==> src/sv/quadratic_root_solver_unit_defines.svh <==
// ----------------------------------------------------------------------------
// Quadratic root solver assertion macros
// Shared concurrent assertion forms, clocked on clk_i and gated by rst_ni.
// ----------------------------------------------------------------------------
`ifndef QUADRATIC_ROOT_SOLVER_UNIT_DEFINES_SVH
`define QUADRATIC_ROOT_SOLVER_UNIT_DEFINES_SVH

// A condition that holds at every clock edge out of reset.
`define QRS_ASSERT_COMB(lbl, cond, msg) \
  lbl: assert property (@(posedge clk_i) disable iff (!rst_ni) (cond)) else $error(msg);

// A consequent that must hold in the same cycle as its antecedent.
`define QRS_ASSERT_IMPL(lbl, ante, cons, msg) \
  lbl: assert property (@(posedge clk_i) disable iff (!rst_ni) (ante) |-> (cons)) \
    else $error(msg);

`endif

==> src/sv/qrs_sqrt_cell.sv <==
// ----------------------------------------------------------------------------
// Square root cell
// One digit-by-digit step: takes two radicand bits and resolves one root bit.
// ----------------------------------------------------------------------------
module qrs_sqrt_cell #(
  parameter int XW  = 66,
  parameter int SW  = 33,
  parameter int SDW = 8
) (
  input  logic           clk_i,
  input  logic           rst_ni,
  input  logic           valid_i,
  output logic           ready_o,
  input  logic [XW-1:0]  x_i,
  input  logic [SW-1:0]  q_i,
  input  logic [SW+1:0]  rem_i,
  input  logic [SDW-1:0] side_i,
  output logic           valid_o,
  input  logic           ready_i,
  output logic [XW-1:0]  x_o,
  output logic [SW-1:0]  q_o,
  output logic [SW+1:0]  rem_o,
  output logic [SDW-1:0] side_o
);

  logic           valid_q;
  logic [XW-1:0]  x_q;
  logic [SW-1:0]  q_q;
  logic [SW+1:0]  rem_q;
  logic [SDW-1:0] side_q;
  logic [SW+3:0]  r2, trial, diff;
  logic           ge;

  // Bring down the next bit pair and try the next root bit.
  always_comb begin
    r2    = {rem_i, x_i[XW-1 -: 2]};
    trial = {2'b00, q_i, 2'b01};
    ge    = (r2 >= trial);
    diff  = r2 - trial;
  end

  assign ready_o = !valid_q || ready_i;

  // The stage holds its content until the neighbor takes it.
  always_ff @(posedge clk_i or negedge rst_ni) begin
    if (!rst_ni) begin
      valid_q <= 1'b0;
    end else if (ready_o) begin
      valid_q <= valid_i;
    end
  end

  always_ff @(posedge clk_i) begin
    if (ready_o && valid_i) begin
      x_q    <= {x_i[XW-3:0], 2'b00};
      q_q    <= {q_i[SW-2:0], ge};
      rem_q  <= ge ? diff[SW+1:0] : r2[SW+1:0];
      side_q <= side_i;
    end
  end

  assign valid_o = valid_q;
  assign x_o     = x_q;
  assign q_o     = q_q;
  assign rem_o   = rem_q;
  assign side_o  = side_q;

endmodule

==> config.mk <==
export PLATFORM = sky130hd
export DESIGN_NAME = qrs_sqrt_cell
export DESIGN_NICKNAME = d
export VERILOG_FILES = /design/src/sv/quadratic_root_solver_unit_defines.svh /design/src/sv/qrs_sqrt_cell.sv
export SDC_FILE = /design/constraint.sdc
export NUM_CORES = 1
export LEC_CHECK = 0
export BUFFER_PORTS_ARGS = -buffer_cell sky130_fd_sc_hd__buf_2
export CORE_MARGIN = 1.5
export CORE_UTILIZATION = 52
export CTS_BUF_LIST = sky130_fd_sc_hd__clkbuf_8 sky130_fd_sc_hd__clkbuf_16
export CTS_CLUSTER_SIZE = 24
export DETAILED_ROUTE_END_ITERATION = 10
export GPL_TIMING_DRIVEN = 1
export PLACE_DENSITY_LB_ADDON = 0.2
export RECOVER_POWER = 100
export SYNTH_ARGS = -nofsm -noshare
export SYNTH_HDL_FRONTEND = slang
export SYNTH_SLANG_ARGS = --single-unit
==> constraint.sdc <==
create_clock -name clk_i -period 9.4 [get_ports clk_i]
set_input_delay 0.47 -clock clk_i [delete_from_list [all_inputs] [get_ports clk_i]]
set_output_delay 0.47 -clock clk_i [all_outputs]
set_load 0.02 [all_outputs]
Yosys cells after proc, flatten, opt, wreduce, memory -nomap -nowiden
Index checks and enable logic that the tools add are counted.
{"block": "classes", "add_sub_neg": 1, "mul": 0, "n_div": 0, "magnitude_cmp": 1, "n_eq_ne": 0, "n_shift": 0, "muxes": 1, "n_bitwise": 0, "n_reduce_logical": 3}
{"cell": "37-bit by 35-bit >= comparator with 1-bit output", "count": 1}
{"cell": "35-bit 2-to-1 mux", "count": 1}
{"cell": "35-bit subtractor", "count": 1}
{"cell": "1-bit logical AND", "count": 1}
{"cell": "1-bit zero test", "count": 1}
{"cell": "1-bit logical OR", "count": 1}
{"block": "totals", "regBits": 141, "latchBits": 0, "ram_bits": 0, "romBits": 0, "input_bits": 146, "out_inout_bits": 144, "word_cells": 11, "mem_count": 0}

Logic depth before layout (Yosys ltp)
{"block": "depth", "word_depth": 3, "ltp_mapped": 13, "depth_no_buf": 10}

Worst setup path after synthesis
OpenSTA, ideal clock, no wires.
{"block": "synth_timing", "path_type": "input-to-reg", "start": "in ready_i", "end": "reg q_q[0] (netlist: q_o[0]) (enable)", "arrival_time_ns": 3.982, "slack_ns": 4.903, "stages": 2, "path_buffers": 0, "path_cell_list": "nand2b_1 > and2_1"}
{"block": "synth_between", "elab_chain_len": 2}
{"item": "from (decl)", "line": "qrs_sqrt_cell.sv:19", "source": "input logic ready_i,"}
{"item": "1-bit logical OR", "line": "qrs_sqrt_cell.sv:42", "source": "assign ready_o = !valid_q || ready_i;"}
{"item": "1-bit logical AND", "line": "qrs_sqrt_cell.sv:54", "source": "if (ready_o && valid_i) begin"}
{"item": "to (signal assigned)", "line": "qrs_sqrt_cell.sv:56", "source": "q_q <= {q_i[SW-2:0], ge};"}
{"item": "to (decl)", "line": "qrs_sqrt_cell.sv:28", "source": "logic [SW-1:0] q_q;"}
No other way between the ends.
A chain may end at the register's enable or synchronous reset.

Final worst setup path
{"block": "layout_timing", "start": "reg valid_q (netlist: valid_o)", "end": "reg rem_q[33] (netlist: rem_o[33]) (enable)"}
{"block": "layout_between", "elab_chain_len": 3}
{"item": "from (decl)", "line": "qrs_sqrt_cell.sv:26", "source": "logic valid_q;"}
{"item": "from (signal assigned)", "line": "qrs_sqrt_cell.sv:49", "source": "valid_q <= valid_i;"}
{"item": "1-bit zero test", "line": "qrs_sqrt_cell.sv:42"}
{"item": "1-bit logical OR", "line": "qrs_sqrt_cell.sv:42"}
{"item": "1-bit logical AND", "line": "qrs_sqrt_cell.sv:54"}
{"item": "to (signal assigned)", "line": "qrs_sqrt_cell.sv:57", "source": "rem_q <= ge ? diff[SW+1:0] : r2[SW+1:0];"}
{"item": "to (decl)", "line": "qrs_sqrt_cell.sv:29", "source": "logic [SW+1:0] rem_q;"}
No other way between the ends.

==> impl_metrics.csv <==
group,metric,value,unit
clock_tree,ctsHoldBuffers,1,
synthesis,netlist_area,6910,µm²
sta,fin_tns_setup,0,ps
cells_and_area,finalNetCount,973,
min_path,hold_depth,1,
outcome,status,"complete, but fails checks",
placed_design,dp_hpwl,13500,µm
die,fp.dieW,118,µm
worst_setup_path,r2r_cells,3,
synthesis,dominantRegCellSynth,"edfxtp_1",
detailed_routing,vias,5184,
worst_setup_path,crit_fanout,76,
global_route,grt_max_degree,77,
detailed_routing,drt-vias-per-instance,5.30,
min_path,min_from,"x_i[0]",
die,core-area,12800,µm²
global_route,grt_usage,25.8,%
placed_design,gp_congestion,0.873,
global_route,grt_pass1_wl,27600,µm
placed_design,io_buffer_count,287,
detailed_routing,drtIter0Drc,496,
global_route,gr-total-overflow,0,
worst_setup_path,cp.arrival,4920,ps
synthesis,seq_area_frac_synth,61.2,%
detailed_routing,wl_per_cell,18.5,µm
die,initial_core_util,54.1,%
synthesis,synth_seq_cells,141,
detailed_routing,firstDrtPassIters,4,
worst_setup_path,start_kind,"register",
cells_and_area,final_util,68.5,%
sta,setup_viol,0,
die,die_area,14000,µm²
detailed_routing,antenna_left,0,
power,leakage,3.59,nW
sta,skew,8.65,ps
clock_tree,h-tree-depth,4,
sta,min_period,4890,ps
synthesis,yosys_warnings,0,
clock_tree,path_clk_slew,60,ps
detailed_routing,drc,0,
die,die_h,118,µm
clock_tree,clkSinkCount,141,
global_route,antenna_found_initial,3,
sta,slew_headroom,-162,%
power,ir_drop,115,µV
sta,tightest_slew,3930,ps
worst_setup_path,startpoint,"valid_o",
worst_setup_path,cp-end-kind,"register",
worst_setup_path,rr_endpoint,"rem_o[33]",
worst_setup_path,cpPeakStageDelay,2820,ps
worst_setup_path,cpMaxStageDelayCell,"and2_0",
clock_tree,cts_tree,"done",
synthesis,ys_types,58,
cells_and_area,syn_to_final_growth,26.7,%
sta,finalMaxSlewViolations,66,
global_route,grt_pass1_vias,5186,
clock_tree,numCtsBuffers,17,
worst_setup_path,path_class,"reg2reg",
cells_and_area,drive_gt1_share,21.0,%
worst_setup_path,reg2reg_slack,4510,ps
synthesis,synthCells,500,
sta,hold_violations,0,
power,p_per_area,204,nW/µm²
sta,fmaxAchievable,205,MHz
min_path,timing.hold.worst_endpoint,"x_o[2]",
die,ios,290,
sta,rsz0062_at_grt,"false",
worst_setup_path,r2r_start,"valid_o",
synthesis,syn-mean-instance-area,13.8,µm²
cells_and_area,fill_cells,1073,
die,rows,41,
detailed_routing,wl,18100,µm
clock_tree,clockRootBuffer,"clkbuf_16",
worst_setup_path,crit_chain,"nand2b_1 -> and2_0 -> buf_4",
clock_tree,cts_resized,0,
synthesis,synth-async-reset-ratio,0.709,%
min_path,hold_path.class,"in2reg",
clock_tree,clk_latency,410,ps
clock_tree,ctsLongestPathBuffers,2,
worst_setup_path,cp.required,9440,ps
synthesis,synth_edf_count,140,
run,cap_viol_max_count,1,
outcome,violations,"max-capacitance violations, max-slew violations",
clock_tree,post_cts_buffers,0,
sta,post-route-period-util,52.0,%
## cell type report
class | instances | area, µm² | area share [%]
Multi-Input combinational cell | 301 | 2290 | 26.1
Tap cell | 172 | 215 | 2.46
Clock buffer | 17 | 425 | 4.86
Timing Repair Buffer | 290 | 1250 | 14.3
Antenna cell | 1 | 2.50 | 0.0286
Sequential cell | 141 | 4230 | 48.3
Clock inverter | 15 | 188 | 2.14
Inverter | 41 | 154 | 1.76
## where the power goes
| group | leakage (nW) | internal, mW | switching [mW] | total [mW] |
|---|---|---|---|---|
| registers | 1.34 | 0.755 | 0.0122 | 0.767 |
| logic | 1.94 | 0.120 | 0.206 | 0.326 |
| clock network | 0.298 | 0.423 | 0.272 | 0.695 |
| total | 3.59 | 1.30 | 0.491 | 1.79 |
## critical path, delay by kind of cell (launching register included)
family | cells | cell delay [ps]
flops | 1 | 380
buf+inv | 1 | 1090
simple gates | 2 | 2940
## synth_stat cells, types with 4 or more instances
master,instances,share of area [%]
edfxtp_1,140,61
o21ai_0,12,0.87
xnor2_1,19,2.4
and3_1,4,0.36
nand3_1,9,0.65
nor2b_1,4,0.36
clkbuf_1,10,0.54
mux2_2,6,0.98
o221ai_1,4,0.51
a21oi_1,30,2.2
nor2_1,22,1.2
ha_1,35,6.3
nand4_1,8,0.72
inv_1,41,2.2
a21o_1,26,2.8
nand2b_1,4,0.36
mux2_4,25,5.4
nand2_1,25,1.4
xor2_1,14,1.8
## metrics by stage
step                      total power [mW]  std cells  hold slack (ps)  cell area [µm²]  setup WS [ps]
after floorplan                       1.03        501              174             6910           4900
after global placement                1.13        944              246             8450           5520
after detailed placement              1.14        944              247             8450           5390
after CTS                             1.84        977              207             9070           5830
after global routing                  1.86        977              206             8750           4090
final                                 1.79        978              225             8750           4510
## metal layers
layer | global-route usage [%] | wire (µm) | vias to the layer above
li1 | - | - | 2465
met1 | 30.7 | 7290 | 2446
met2 | 43.8 | 9000 | 234
met3 | 7.67 | 1310 | 35
met4 | 10.6 | 471 | 4
met5 | 0 | 27 | -
## registers in the layout, summed over array words and instances (netlist names)
register / cells
valid_o: 1
x_o: 64
side_o: 8
q_o: 33
rem_o: 35
## cells by family (layout without fill, tap and decap cells)
logic type,Yosys count,after routing,synth area share (%)
flops,141,141,61.2
compound gates,107,107,10.8
simple gates,90,90,6.41
buf+inv,59,363,4.15
fa+ha+maj,35,35,6.34
mux,34,34,6.84
xor+xnor,33,33,4.18
other cells,1,3,0.0543
## layout by cell type, fill, tap and decap left out, drive strengths merged, types with 3 or more instances in the layout
master / synthesis / layout
xor2: 14 / 14
mux2i: 3 / 3
o21ai: 13 / 13
nand3: 9 / 9
o211ai: 3 / 3
nor4: 3 / 3
ha: 35 / 35
bufinv: 0 / 3
xnor2: 19 / 19
o221ai: 4 / 4
clkbuf: 10 / 181
nor2: 22 / 22
mux2: 31 / 31
nand2b: 4 / 4
clkinv: 0 / 3
nand2: 25 / 25
inv: 41 / 48
a21oi: 30 / 30
edfxtp: 140 / 140
a21o: 26 / 26
nor2b: 4 / 4
buf: 8 / 125
a31o: 4 / 4
and3: 4 / 4
o21a: 4 / 4
o21bai: 3 / 3
nand4: 8 / 8
## how the worst max path moves through the flow
stage,endpoint,cells past startpoint
after floorplan,q_o[0],2
after CTS,rem_o[14],12
after global routing,q_o[27],3
after detailed placement,rem_o[14],12
final,rem_o[33],3
after global placement,rem_o[24],12
No activity file was read; power rests on OpenSTA's default activity.
