<file path="config.mk">
export PLATFORM = sky130hd
export DESIGN_NAME = qrs_div_cell
export DESIGN_NICKNAME = d
export VERILOG_FILES = /design/src/sv/quadratic_root_solver_unit_defines.svh /design/src/sv/qrs_div_cell.sv
export SDC_FILE = /design/constraint.sdc
export NUM_CORES = 1
export LEC_CHECK = 0
export ABC_AREA = 0
export BUFFER_PORTS_ARGS = -buffer_cell sky130_fd_sc_hd__buf_2
export CORE_ASPECT_RATIO = 0.5
export CORE_MARGIN = 2
export CORE_UTILIZATION = 40
export CTS_CLUSTER_DIAMETER = 80
export DETAILED_ROUTE_END_ITERATION = 7
export GPL_TIMING_DRIVEN = 0
export PLACE_DENSITY = 0.71
export SLEW_MARGIN = 20
export SYNTH_ARGS = -nofsm -noshare
export SYNTH_HDL_FRONTEND = slang
export SYNTH_SLANG_ARGS = --single-unit
</file>
<file path="constraint.sdc">
create_clock -name clk_i -period 4.2 [get_ports clk_i]
set_clock_uncertainty 0.2 [all_clocks]
set_input_delay 0.21 -clock clk_i [delete_from_list [all_inputs] [get_ports clk_i]]
set_output_delay 0.21 -clock clk_i [all_outputs]
set_load 0.1 [all_outputs]
</file>
<file path="src/sv/quadratic_root_solver_unit_defines.svh">
// ----------------------------------------------------------------------------
// Quadratic root solver assertion macros
// Shared concurrent assertion forms, clocked on clk_i and gated by rst_ni.
// ----------------------------------------------------------------------------
`ifndef QUADRATIC_ROOT_SOLVER_UNIT_DEFINES_SVH
`define QUADRATIC_ROOT_SOLVER_UNIT_DEFINES_SVH

// A condition that holds at every clock edge out of reset.
`define QRS_ASSERT_COMB(lbl, cond, msg) \
  lbl: assert property (@(posedge clk_i) disable iff (!rst_ni) (cond)) else $error(msg);

// A consequent that must hold in the same cycle as its antecedent.
`define QRS_ASSERT_IMPL(lbl, ante, cons, msg) \
  lbl: assert property (@(posedge clk_i) disable iff (!rst_ni) (ante) |-> (cons)) \
    else $error(msg);

`endif

</file>
<file path="src/sv/qrs_div_cell.sv">
// ----------------------------------------------------------------------------
// Divider cell
// One restoring division step for both quotient lanes against a shared divisor.
// ----------------------------------------------------------------------------
module qrs_div_cell #(
  parameter int UW   = 34,
  parameter int DENW = 17,
  parameter int SDW  = 4
) (
  input  logic                 clk_i,
  input  logic                 rst_ni,
  input  logic                 valid_i,
  output logic                 ready_o,
  input  logic [DENW-1:0]      den_i,
  input  logic [1:0][UW-1:0]   n_i,
  input  logic [1:0][DENW:0]   rem_i,
  input  logic [SDW-1:0]       side_i,
  output logic                 valid_o,
  input  logic                 ready_i,
  output logic [DENW-1:0]      den_o,
  output logic [1:0][UW-1:0]   n_o,
  output logic [1:0][DENW:0]   rem_o,
  output logic [SDW-1:0]       side_o
);

  logic                 valid_q;
  logic [DENW-1:0]      den_q;
  logic [1:0][UW-1:0]   n_q;
  logic [1:0][DENW:0]   rem_q;
  logic [SDW-1:0]       side_q;
  logic [1:0][DENW+1:0] r2, diff;
  logic [1:0]           ge;

  // Shift in the next numerator bit and subtract where the divisor fits.
  always_comb begin
    for (int l = 0; l < 2; l++) begin
      r2[l]   = {rem_i[l], n_i[l][UW-1]};
      ge[l]   = (r2[l] >= {2'b00, den_i});
      diff[l] = r2[l] - {2'b00, den_i};
    end
  end

  assign ready_o = !valid_q || ready_i;

  always_ff @(posedge clk_i or negedge rst_ni) begin
    if (!rst_ni) begin
      valid_q <= 1'b0;
    end else if (ready_o) begin
      valid_q <= valid_i;
    end
  end

  // Quotient bits enter at the bottom as numerator bits leave at the top.
  always_ff @(posedge clk_i) begin
    if (ready_o && valid_i) begin
      den_q  <= den_i;
      side_q <= side_i;
      for (int l = 0; l < 2; l++) begin
        n_q[l]   <= {n_i[l][UW-2:0], ge[l]};
        rem_q[l] <= ge[l] ? diff[l][DENW:0] : r2[l][DENW:0];
      end
    end
  end

  assign valid_o = valid_q;
  assign den_o   = den_q;
  assign n_o     = n_q;
  assign rem_o   = rem_q;
  assign side_o  = side_q;

endmodule

</file>
## Yosys cells after proc, flatten, opt, wreduce, memory -nomap -nowiden

Cells that the tools add are included.

| storage, ports and cells | value |
|---|---|
| output and inout bits | 127 |
| logic and storage cells | 16 |
| bits of input ports | 129 |
| bits in registers | 126 |

| operators by class | value |
|---|---|
| $add $sub $neg | 2 |
| order comparisons | 2 |
| muxes and demuxes | 2 |
| reduce and logical (&&, ||, !) cells | 3 |

Operators with widths:

| cell | number |
|---|---|
| 19-bit by 17-bit greater-or-equal comparator with 1-bit output | 2 |
| 18-bit two-way mux | 2 |
| 18-bit by 17-bit subtractor with 18-bit output | 2 |
| 1-bit logical AND | 1 |
| 1-bit zero test | 1 |
| 1-bit logical OR | 1 |

## Logic depth before layout (Yosys ltp)

Gate-level depths: netlist (run 1).

| depth | value |
|---|---|
| word-level depth | 3 |
| depth in mapped cells | 11 |
| depth with buffers taken out | 10 |

## Worst setup path after synthesis (run 1)

Ideal clock, no wire load.

| path | value |
|---|---|
| path type | register to register |
| start point | register valid_q (netlist: valid_o) |
| end point | register den_q[0] (netlist: den_o[0]) (enable) |
| slack | -1,146 ps |
| buffers on the path | 0 |
| setup time | 498 ps |
| clock period less this slack | 5,346 ps |
| arrival | 4,648 ps |
| cell stages (with the launch flop) | 3 |
| data required time | 3,502 ps |
| cells stage by stage | dfrtp_1 -> nand2b_1 -> and2_1 |

| on the way | value |
|---|---|
| cells in the longest elaborated chain, start to end | 3 |

RTL lines:

| element | line | source |
|---|---|---|
| start, declared | qrs_div_cell.sv:26 | `logic valid_q;` |
| start signal, assigned | qrs_div_cell.sv:49 | `valid_q <= valid_i;` |
| 1-bit zero test | qrs_div_cell.sv:43 | `assign ready_o = !valid_q \|\| ready_i;` |
| 1-bit logical OR | qrs_div_cell.sv:43 |  |
| named net ready_o | qrs_div_cell.sv:13 | `output logic ready_o,` |
| 1-bit logical AND | qrs_div_cell.sv:55 | `if (ready_o && valid_i) begin` |
| end signal, assigned | qrs_div_cell.sv:56 | `den_q <= den_i;` |
| end, declared | qrs_div_cell.sv:27 | `logic [DENW-1:0] den_q;` |

The timed path passes the listed nets, and every way through them passes these cells.
A chain may end at the register's enable or synchronous reset.

## Worst setup path after layout (run 1)

| path | value |
|---|---|
| start point | input port den_i[1] |
| end point | register rem_q, in the netlist rem_o[32] (data pin) |

| on the way | value |
|---|---|
| cells in the longest elaborated chain, start to end | 2 |
| elaborated cells between the ends (all ways) | 3 |
| those cells by class | add/sub (1); order compare (1); mux (1) |

RTL lines:

| element | line | source |
|---|---|---|
| start, declared | qrs_div_cell.sv:14 | `input logic [DENW-1:0] den_i,` |
| 18-bit by 17-bit subtractor with 18-bit output / 19-bit by 17-bit greater-or-equal comparator with 1-bit output (equally long branches) | qrs_div_cell.sv:39, qrs_div_cell.sv:38 |  |
| 18-bit two-way mux * | qrs_div_cell.sv:60 | `rem_q[l] <= ge[l] ? diff[l][DENW:0] : r2[l][DENW:0];` |
| end signal, assigned by index | qrs_div_cell.sv:60 |  |
| end, declared | qrs_div_cell.sv:29 | `logic [1:0][DENW:0] rem_q;` |

Mark *: on every way between the ends. The rest lies on a longest branch, timed or not.

==> results of run 1 <==
==> where the power goes <==
part / switching (mW) / leakage, nW / total [mW] / internal, mW
registers: 0.0214 / 1.20 / 1.53 / 1.50
clock network: 0.605 / 0.294 / 1.50 / 0.896
logic: 0.952 / 2.63 / 1.32 / 0.372
==> worst reg2reg max path, delay by kind of cell, from the launching register on <==
| kind | cells | cell delay (ns) |
|---|---|---|
| and+or+nand+nor | 2 | 0.64 |
| DFF | 1 | 0.38 |
| buffers and inverters | 1 | 0.33 |
==> metrics by stage <==
| step | hold WS (ns) | power, mW |
|---|---|---|
| 2_1_floorplan | -0.286 | 2.54 |
| 3_3_place_gp | -0.215 | 2.75 |
| 3_5_place_dp | -0.214 | 2.77 |
| 4_1_cts | 0.00816 | 4.37 |
| 5_1_grt | 0.0595 | 4.50 |
| 6_report | 0.0225 | 4.35 |
==> final cells by class <==
cell class                 instances  area [um2]
inverter                          24        90.1
buffer                            12        73.8
clock buffer                      17         425
tap                              198         248
fill                            1100        5160
timing repair buffer             383        2580
antenna                            1        2.50
sequential                       126        3780
clock inverter                    15         174
multi-input combinational        278        2210
==> cell families (layout without fill, tap and decap cells) <==
| group | after synthesis | in the layout | synth area share |
|---|---|---|---|
| xor+xnor | 27 | 27 | 0.0385 |
| buf+inv | 36 | 451 | 0.0267 |
| fa+ha+maj | 36 | 36 | 0.0757 |
| mux | 32 | 32 | 0.0653 |
| simple gates | 86 | 86 | 0.0719 |
| flops | 126 | 126 | 0.615 |
| other cells | 0 | 1 | 0 |
| compound gates | 97 | 97 | 0.107 |
==> per-layer routing <==
metal  global-route usage  vias to the layer above
li1                     -                     2485
met3               0.0485                       28
met1                0.245                     2499
met2                0.382                      208
met4               0.0665                        0
met5                    0                        -
==> final timing paths <==
path / from / end / slack [ns] / cells after the start
min: rem_i[34] / rem_o[35] / 0.02 / 4
max: den_i[1] / rem_o[32] / 0.99 / 12
min reg2reg: valid_o / n_o[66] / 0.82 / 2
min in group asynchronous: rst_ni / valid_o / 0.44 / 3
max in group asynchronous: rst_ni / valid_o / 3.25 / 3
max reg2reg: valid_o / n_o[56] / 2.30 / 3
==> placed cells by master (no fill, tap or decap), types with 3 or more instances in the layout <==
cell type,synthesis,routed
a211oi_1,3,3
a21o_1,8,8
a21oi_1,33,33
a21oi_2,3,3
a31oi_1,4,4
and3_1,3,3
and4_1,3,3
buf_2,4,259
buf_6,3,3
clkbuf_1,4,4
clkbuf_16,0,17
dlygate4sd3_1,0,126
edfxtp_1,125,125
ha_1,34,34
inv_1,24,24
inv_6,0,7
mux2_1,3,3
mux2_2,14,14
mux2_4,12,12
mux2i_1,3,3
nand2_1,25,25
nand2b_1,3,3
nand3_1,11,11
nand3b_1,3,3
nand4_1,6,6
nor2_1,17,17
nor2b_1,3,3
nor3_1,4,4
o211ai_1,3,3
o21a_1,9,9
o21ai_0,14,14
o21ai_1,3,3
xnor2_1,17,17
xor2_1,10,10
==> sequential cells by signal, summed over array words and instances (netlist names) <==
register / cells
side_o: 4
den_o: 17
valid_o: 1
rem_o: 36
n_o: 68
==> timing repair <==
action / 4_1_cts / 5_1_grt
hold buffers: 126 / 0
endpoints found under the hold margin: 124 / 0
setup buffers: 0 / 0
==> metrics.md, run 1 <==
| Metric | Value |
|---|---|
| Status | complete, no violations |
| Min cycle time layout | about 3.2 ns |
| Core area | around 15000 um2 |
| YS warnings | 0 |
| Critical Path Start Type | input port |
| Dpl cells | between 800 and 900 |
| Die width | 179 um |
| Gate Count Post-Synth | 440 |
| Async SR Flop Fraction | 0.00794 |
| Worst vdd ir | ~0.27 mV |
| Total grt overflow | 0 |
| Standard-cell rows | 31 |
| Dpl ws | 1.14 ns |
| Largest area contributor in the netlist | edfxtp_1 |
| Critical path buffers and inverters | 5 |
| Worst Slack Setup Final | 0.986 ns |
| Final setup fails | 0 |
| Final Cycle Share | 0.765 |
| Dpl cell area | ~7700 um2 |
| TritonRoute pass-1 iters | 5 |
| Via density | approximately 5.0 |
| Slew @ Worst Pin | ~0.6 ns |
| Clock latency on the worst-skew pair | 0.41 ns |
| Critical Path AT | approximately 3.2 ns |
| Routability congestion estimate | roughly 0.91 |
| TritonCTS Sinks | between 100 and 150 |
| Post-synth EDFFs | 125 |
| Seq/Total Area, Yosys | 0.615 |
| Post-CTS Resized | 0 |
| DR WL/cell | around 17 um |
| Fin. max-slew vios | 0 |
| First-pass GRT wire length | 26.5 mm |
| Chip height | around 92 um |
| Initial Util | 0.417 |
| Unique masters post-synth | 55 |
| Via count of the routed design | 5220 |
| Area Overhead vs Synth | 55.8% |
| Slowest stage cell on the critical path | dlygate4sd3_1 |
| Setup_tns | 0 ns |
| Cell with the most instances after synthesis | edfxtp_1 |
| Most area-consuming cells after synthesis | edfxtp_1 (61%), ha_1 (6.9%), mux2_4 (2.9%) |
| Gr usage total | 0.210 |
| DR WL met3 | roughly 1.1 mm |
| CTS tree | done |
| Initial antenna violation count | 0 |
| Max Used Layer | met4 |
| CTS Buffer Depth | 2 |
| CP endpoint kind | flop |
| Design area | ~9600 um2 |
| Critical path type | in -> reg |
| Area of the die | roughly 16000 um2 |
| Clock transition at path regs | about 0.06 ns |
| Final Hold Vio Count | 0 |
| Number of global-route vias before repair | between 5k and 6k |
| Delay-heaviest family, CP | buffers and inverters |
| Met2 wire length | 9.20 mm |
| Top FF cell, synth | edfxtp_1 |
| H-tree levels | 4 |
| Unrepaired setup endpoints after global routing | no |
| Post-synth top cells | edfxtp_1 (125), ha_1 (34), a21oi_1 (33) |
| DP HPWL | 12.0 mm |
| IO buf count | roughly 260 |
| Fmax | 311 MHz |
| Crit Path Max Fanout | 10 |
| Pleak | just over 4 nW |
| Largest net degree at the start of global routing | 46 |
| Initial drt markers | 280 |
| Share of the synthesized area in the top cell type | 0.611 |
| Final ANT Viol Nets | 0 |
| Met1 wire length | 7.02 mm |
| Clock buffer count from CTS | 17 |
| PD cells | roughly 450 nW/um2 |
| Headroom to the max-slew limit | 0.600 |
| Mapped cell area | slightly above 6000 um2 |
| Fraction of layout cells with a size suffix above 1 | 0.393 |
| Post-route insts no fill | roughly 1.1k |
| Critical-path cell list | dlygate4sd3_1 -> buf_2 -> inv_1 -> ha_1 -> nor2b_1 -> o2111ai_1 -> nand3_1 -> a21boi_2 -> o21a_1 -> buf_6 -> buf_6 -> mux2_4 |
| Routed WL | around 18 mm |
| Critical Path RT | approximately 4.2 ns |
| Root Driver | clkbuf_16 |
| CP max stage delay | between 0.5 and 0.6 ns |
| Max Cap Violations | 0 |
| FF+latch count, synth | around 130 |
| # IOs | 256 |
| Synthesized Nets | between 600 and 700 |
| HP Class | in -> reg |
| Final Util | 0.650 |
| Fin nets | a little over 1k |
| DRC | 0 |
| Top cell by count, worst path | buf_6 |
| Syn Area/Cell | around 14 um2 |
Note: power is estimated with default switching activity, not from simulation.
==> run 2, diff against run 1 <==
ABC_AREA = 1   (was 0)
PLACE_DENSITY = 0.7   (was 0.71)
clock period = 2.85 ns   (was 4.2 ns; I/O delays follow)
==> run 2 against run 1 <==
Net effect:
- count of clock-buffer cells in the layout up 2
- combinational power up 52%
- non-clock buffer count down 4
- die area up 12%
- critical endpoint is now rem_o[35]
- final cell count up 31%
- critical path type unchanged
- cell area up 10%
- largest power group is now the clock network
==> metrics.md, run 2 <==
| Metric | Value |
|---|---|
| Status | complete, no violations |
| Fin nets | 1308 (+30%) |
| Via density | 4.52 (-8.6%) |
| Slew @ Worst Pin | 0.702 ns (+0.103 ns) |
| Final ANT Viol Nets | 0 (unchanged) |
| Area Overhead vs Synth | 52.4% |
| R2R setup slack | 0.79 ns (-1.51 ns) |
| CTS tree | done |
| FF-to-FF path depth | 3 (unchanged) |
| Most area-consuming cells after synthesis | edfxtp_1 (54%), nand2_1 (15%), ha_1 (6.2%) |
| Initial Util | 0.415 (-0.00177) |
| Headroom to the max-slew limit | 0.531 (-0.0694) |
| Setup_tns | 0 ns (unchanged) |
| Clock buffer count from CTS | 17 (unchanged) |
| Most frequent cells in the layout | nand2_1 (272), buf_2 (255), dlygate4sd3_1 (127) |
| Synthesized Nets | 902 (+49%) |
| Critical path type | in -> reg |
| Seq/Total Area, Yosys | 0.547 (-0.0679) |
| Met3 Resource Use GR | 0.0428 (-0.00569) |
| Fraction of layout cells with a size suffix above 1 | 0.321 (-0.0720) |
| First-pass GRT wire length | 31.6 mm (+19%) |
| TritonCTS Sinks | 126 (unchanged) |
| Share of the synthesized area in the top cell type | 0.543 (-0.0674) |
| Largest area contributor in the netlist | edfxtp_1 |
| DR WL/cell | 14.5 um (-13%) |
| Fmax | 399 MHz |
| Worst vdd ir | 0.416 mV (+52%) |
| Delay-heaviest family, CP | buffers and inverters |
| CP endpoint kind | flop |
| Slowest stage cell on the critical path | dlygate4sd3_1 |
| Via count of the routed design | 6257 (+20%) |
| Clock transition at path regs | 0.07 ns (about the same) |
| Routed WL | 20.1 mm (+14%) |
| GR met2 Demand/Resource | 0.375 (-0.00708) |
| Chip height | 96.9 um (+5.8%) |
| TritonRoute pass-1 iters | 5 (unchanged) |
| Gr usage total | 0.220 (+0.0105) |
| Mapped cell area | 6910 um2 (+12%) |
| Initial drt markers | 380 (+36%) |
| Number of global-route vias before repair | 6364 (+21%) |
| Final setup fails | 0 (unchanged) |
| Design area | 10500 um2 (+10%) |
| Critical Path RT | 2.82 ns (-1.35 ns) |
| Critical Path AT | 2.48 ns (-0.70 ns) |
| HP Class | in -> reg |
| Fin. max-slew vios | 0 (unchanged) |
| Total grt overflow | 0 (unchanged) |
| R2r endpoint | rem_o[18] |
| CTS Buffer Depth | 2 (unchanged) |
| Crit Path Max Fanout | 10 (unchanged) |
| Initial antenna violation count | 0 (unchanged) |
| Critical path buffers and inverters | 4 (-1) |
| Post-synth top cells | nand2_1 (272), edfxtp_1 (125), inv_1 (112) |
| Unique masters post-synth | 31 (-44%) |
| # IOs | 256 (unchanged) |
| Async SR Flop Fraction | 0.00794 (unchanged) |
| Max Cap Violations | 0 (unchanged) |
| Final Util | 0.633 (-0.0168) |
| Max reg flops | 68 (unchanged) |
| PD cells | 629 nW/um2 (+39%) |
| Dpl cell area | 8620 um2 (+12%) |
| N_diodes | 0 (-1) |
| IO buf count | 255 (unchanged) |
| DP HPWL | 14.8 mm (+23%) |
| Hold Startpoint | ready_i |
| Pleak | 5.22 nW (+27%) |
| Most Crowded Layer GR | met2 |
| Critical Path Start Type | input port |
| Post-CTS Resized | 0 (unchanged) |
| FF+latch count, synth | 126 (unchanged) |
| Final Cycle Share | 0.880 |
| Area of the die | 18400 um2 (+12%) |
| DRC | 0 (unchanged) |
| Hold Crit Depth | 3 (-1) |
| Largest net degree at the start of global routing | 28 (-39%) |
| Core area | 16600 um2 (+13%) |
| YS warnings | 0 (unchanged) |
| Clock latency on the worst-skew pair | 0.40 ns (about the same) |
| Unrepaired setup endpoints after global routing | no |
| Final Hold Vio Count | 0 (unchanged) |
| Post-route insts no fill | 1383 (+31%) |
| GR met1 Demand/Resource | 0.285 (+0.0405) |
| H-tree levels | 4 (unchanged) |
| Post-synth EDFFs | 125 (unchanged) |
| Die width | 190 um (+5.9%) |
| Critical-path cell list | dlygate4sd3_1 -> buf_2 -> inv_1 -> ha_1 -> a21oi_1 -> nand2_1 -> a21oi_4 -> nand3_2 -> nor2_4 -> buf_6 -> a21oi_2 |
| Root Driver | clkbuf_16 |
| Standard-cell rows | 33 (+6.5%) |
| Min cycle time layout | between 2 and 3 ns |
| Most common cell after layout, fill and taps aside | nand2_1 |
| Top FF cell, synth | edfxtp_1 |
| Critical R2R Launch | valid_o |
| Min-Delay Endpoint | n_o[21] |
| Gate Count Post-Synth | 737 (+68%) |
| Dpl cells | 1224 (+37%) |
| Routability congestion estimate | 0.915 (+0.16%) |
| Cell with the most instances after synthesis | nand2_1 |
| Syn Area/Cell | 9.38 um2 (-33%) |
| CP max stage delay | 0.55 ns (about the same) |
[run 2: through the flow]
step | power [mW] | setup WS, ns | hold slack (ns)
after CTS | 6.67 | 0.417 | 0.113
final | 6.63 | 0.341 | 0.139
after floorplan | 3.74 | -0.566 | -0.353
after global routing | 6.89 | 0.209 | 0.171
after detailed placement | 4.13 | 0.514 | -0.282
after global placement | 4.09 | -1.16 | -0.283
[run 2: how the worst max path moves through the flow]
stage / start / endpoint / slack, ns / cells past startpoint
floorplan: valid_o / den_o[0] / -0.57 / 1
global placement: valid_o / rem_o[19] / -1.16 / 1
detailed placement: den_i[13] / rem_o[35] / 0.51 / 12
CTS: den_i[13] / rem_o[35] / 0.42 / 13
global route: den_i[13] / rem_o[10] / 0.21 / 14
finish: den_i[16] / rem_o[35] / 0.34 / 11
[run 2: metal layers]
layer	vias to the layer above	part of all wire
li1	3163	-
met1	2896	0.45
met2	175	0.48
met3	23	0.054
met4	0	0.014
met5	-	0
[run 2: kinds of logic (layout without fill, tap and decap cells)]
group,after synthesis,count (layout),share of synthesized area
flip-flops,126,126,0.547
XOR/XNOR,15,15,0.0190
buffers and inverters,131,550,0.0769
AND/OR/NAND/NOR,398,398,0.262
AO/OA/AOI/OAI,31,31,0.0277
adder cells (fa/ha/maj),36,36,0.0674
[run 2: final cells by class]
class / count / area [um2]
clock buffer: 19 / 433
clock inverter: 13 / 204
multi-input combinational: 480 / 2610
fill: 1392 / 6110
timing repair buffer: 387 / 2690
tap: 227 / 284
sequential: 126 / 3780
buffer: 4 / 53.8
inverter: 127 / 478
[run 2: timing repair]
item                                   4_1_cts  5_1_grt
endpoints found under the hold margin      125        0
hold buffers                               127        0
buffers inserted                             0        0
[run 2: tightest hold or removal path, cell delays in order]
cell and delay (ns):
buf_2 0.10, inv_1 0.11, a21oi_4 0.20
[run 2: power by group]
group | internal (mW) | leakage, nW | switching, mW
Sequential | 2.21 | 1.20 | 0.0294
Clock | 1.49 | 0.311 | 0.890
Combinational | 0.513 | 3.71 | 1.49
==> run 3, diff against run 2 <==
REMOVE_ABC_BUFFERS = 1   (was unset)
==> run 3 against run 2 <==
Net effect:
- die area unchanged
- total power shrank 4.3%
- final cell count shrank 0.22%
- first-iteration DRC count fell by 21%
- count of clock-buffer cells in the layout down 2
- largest power group is now registers
==> metrics.md, run 3 (synthesized netlist as in run 2, its figures left out) <==
| Metric | Value |
|---|---|
| Largest net degree at the start of global routing | 26 (-7.1%) |
| Chip height | 96.9 um (unchanged) |
| Total power | 6.34 mW (-4.3%) |
| Routability congestion estimate | 0.860 (-6.0%) |
| Most frequent cells in the layout | nand2_1 (272), buf_2 (255), dlygate4sd3_1 (127) |
| Min-Delay Endpoint | n_o[57] |
| Min cycle time layout | 2.71 ns (+0.201 ns) |
| Initial Util | 0.415 (unchanged) |
| Die width | 190 um (unchanged) |
| Slew @ Worst Pin | 0.807 ns (+0.106 ns) |
| Fin nets | 1305 (-0.23%) |
| Sw power | 2.46 mW (+2.0%) |
| Fin. max-slew vios | 0 (unchanged) |
| Reg power frac | 0.354 (+0.016) |
| Root Driver | clkbuf_16 |
| Standard-cell rows | 33 (unchanged) |
| Headroom to the max-slew limit | 0.460 (-0.0706) |
| Gr usage total | 0.224 (+0.00372) |
| Most common cell after layout, fill and taps aside | nand2_1 |
| FF-to-FF path depth | 4 (+1) |
| Clock buffer count from CTS | 17 (unchanged) |
| Total grt overflow | 0 (unchanged) |
| CTS Buffer Depth | 2 (unchanged) |
| Initial drt markers | 302 (-21%) |
| PD cells | 607 nW/um2 (-3.5%) |
| DRC | 0 (unchanged) |
| Unrepaired setup endpoints after global routing | no |
| DR WL/cell | 14.8 um (+1.9%) |
| Critical Path RT | 2.94 ns (+0.12 ns) |
| Via density | 4.55 (+0.54%) |
| Fraction of layout cells with a size suffix above 1 | 0.320 (-0.000900) |
| N_diodes | 0 (unchanged) |
| Area of the die | 18400 um2 (unchanged) |
| # IOs | 256 (unchanged) |
| Dpl cell area | 8590 um2 (-0.35%) |
| Initial antenna violation count | 0 (unchanged) |
| CP endpoint kind | flop |
| Area Overhead vs Synth | 51.1% |
| First-pass GRT wire length | 32.1 mm (+1.7%) |
| Design area | 10400 um2 (-0.88%) |
| DP HPWL | 14.6 mm (-1.5%) |
| R2R setup slack | 0.82 ns (+0.03 ns) |
| WHS | 0.0791 ns (-0.0603 ns) |
| Critical Path Start Type | input port |
| Clock transition at path regs | 0.06 ns (about the same) |
| Number of global-route vias before repair | 6293 (-1.1%) |
| Final Cycle Share | 0.951 (+0.0707) |
| Worst vdd ir | 0.354 mV (-15%) |
| Pleak | 5.17 nW (-0.97%) |
| Max reg flops | 68 (unchanged) |
| Sw Ratio | 0.388 (+0.0243) |
| Critical path type | in -> reg |
| Final setup fails | 0 (unchanged) |
| Core area | 16600 um2 (unchanged) |
| R2r endpoint | n_o[46] |
| Routed WL | 20.4 mm (+1.7%) |
| Crit. Startpoint | den_i[16] |
| IO buf count | 255 (unchanged) |
| TritonRoute pass-1 iters | 5 (unchanged) |
| Internal Power | 3.88 mW (-8.0%) |
| H-tree levels | 4 (unchanged) |
| Post-CTS Resized | 0 (unchanged) |
| Hold Startpoint | ready_i |
| Via count of the routed design | 6277 (+0.32%) |
| Status | complete, no violations |
| Share of total power in the clock network | 0.332 (-0.028) |
| Max Cap Violations | 0 (unchanged) |
| Crit Path Max Fanout | 17 (+7) |
| CTS tree | done |
| Clock latency on the worst-skew pair | 0.41 ns (about the same) |
| Hold Crit Depth | 3 (unchanged) |
| Critical Path AT | 2.80 ns (+0.32 ns) |
| Final ANT Viol Nets | 0 (unchanged) |
| Fmax | 369 MHz (-7.4%) |
| TritonCTS Sinks | 126 (unchanged) |
| Critical R2R Launch | valid_o |
| Final Hold Vio Count | 0 (unchanged) |
| Gate power share | 0.314 (+0.012) |
| HP Class | in -> reg |
-- run 3: cell types whose count changed in the layout (fill, tap and decap cells not counted), sizes merged --
| cell | delta |
|---|---|
| bufinv | -4 |
| buf | -3 |
| clkinvlp | +3 |
| clkbuf | -2 |
| inv | +2 |
| clkinv | +1 |
-- run 3: power by group through the flow --
stage                     Sequential (mW)  Combinational (mW)  Clock [mW]
after floorplan                      3.19               0.551           0
after global placement               2.31                1.78           0
after detailed placement             2.28                1.84           0
after global routing                 2.26                2.12        2.22
final                                2.24                1.99        2.10
after CTS                            2.24                1.99        2.14
-- run 3: critical path, stage by stage --
cell and delay [ns]:
dlygate4sd3_1 0.54, buf_2 0.14, inv_1 0.17, ha_1 0.34, a21oi_2 0.21, nand2_1 0.11
a21oi_4 0.17, nand3_2 0.11, nor2_4 0.62, nand2_1 0.14, nand2_1 0.09
-- run 3: layer usage --
layer / wire, um / global-route usage / vias to the layer above
li1: - / - / 3165
met4: 408 / 0.0704 / 0
met3: 952 / 0.0421 / 32
met2: 10400 / 0.408 / 176
met5: 0 / 0 / -
met1: 8680 / 0.268 / 2904
-- run 3: metrics by stage --
stage	setup TNS, ns	utilization	worst slack (ns)	instances
after CTS	0	0.627	0.198	1380
after global routing	0	0.627	0.0426	1380
after detailed placement	0	0.516	0.327	1221
after floorplan	-619.13	-	-4.95	733
after global placement	-848.49	0.506	-6.80	1215
final	0	0.627	0.139	1380
-- run 3: what timing repair did --
action / CTS / global route
hold endpoints to repair: 125 / 0
buffers inserted: 0 / 0
hold buffers: 127 / 0
-- run 3: cell type report --
| class | instances | area, um2 |
|---|---|---|
| Inverter | 127 | 478 |
| Clock buffer | 17 | 425 |
| Fill cell | 1309 | 6200 |
| Sequential cell | 126 | 3780 |
| Timing Repair Buffer | 388 | 2710 |
| Tap cell | 227 | 284 |
| Multi-Input combinational cell | 480 | 2610 |
| Clock inverter | 15 | 149 |
-- run 3: how the worst max path moves through the flow --
stage | slack, ns | end | depth (start not counted)
after floorplan | -4.95 | den_o[0] | 1
after global placement | -6.80 | n_o[0] | 1
after detailed placement | 0.33 | rem_o[4] | 10
after CTS | 0.20 | rem_o[4] | 11
after global routing | 0.04 | rem_o[4] | 13
final | 0.14 | rem_o[4] | 11
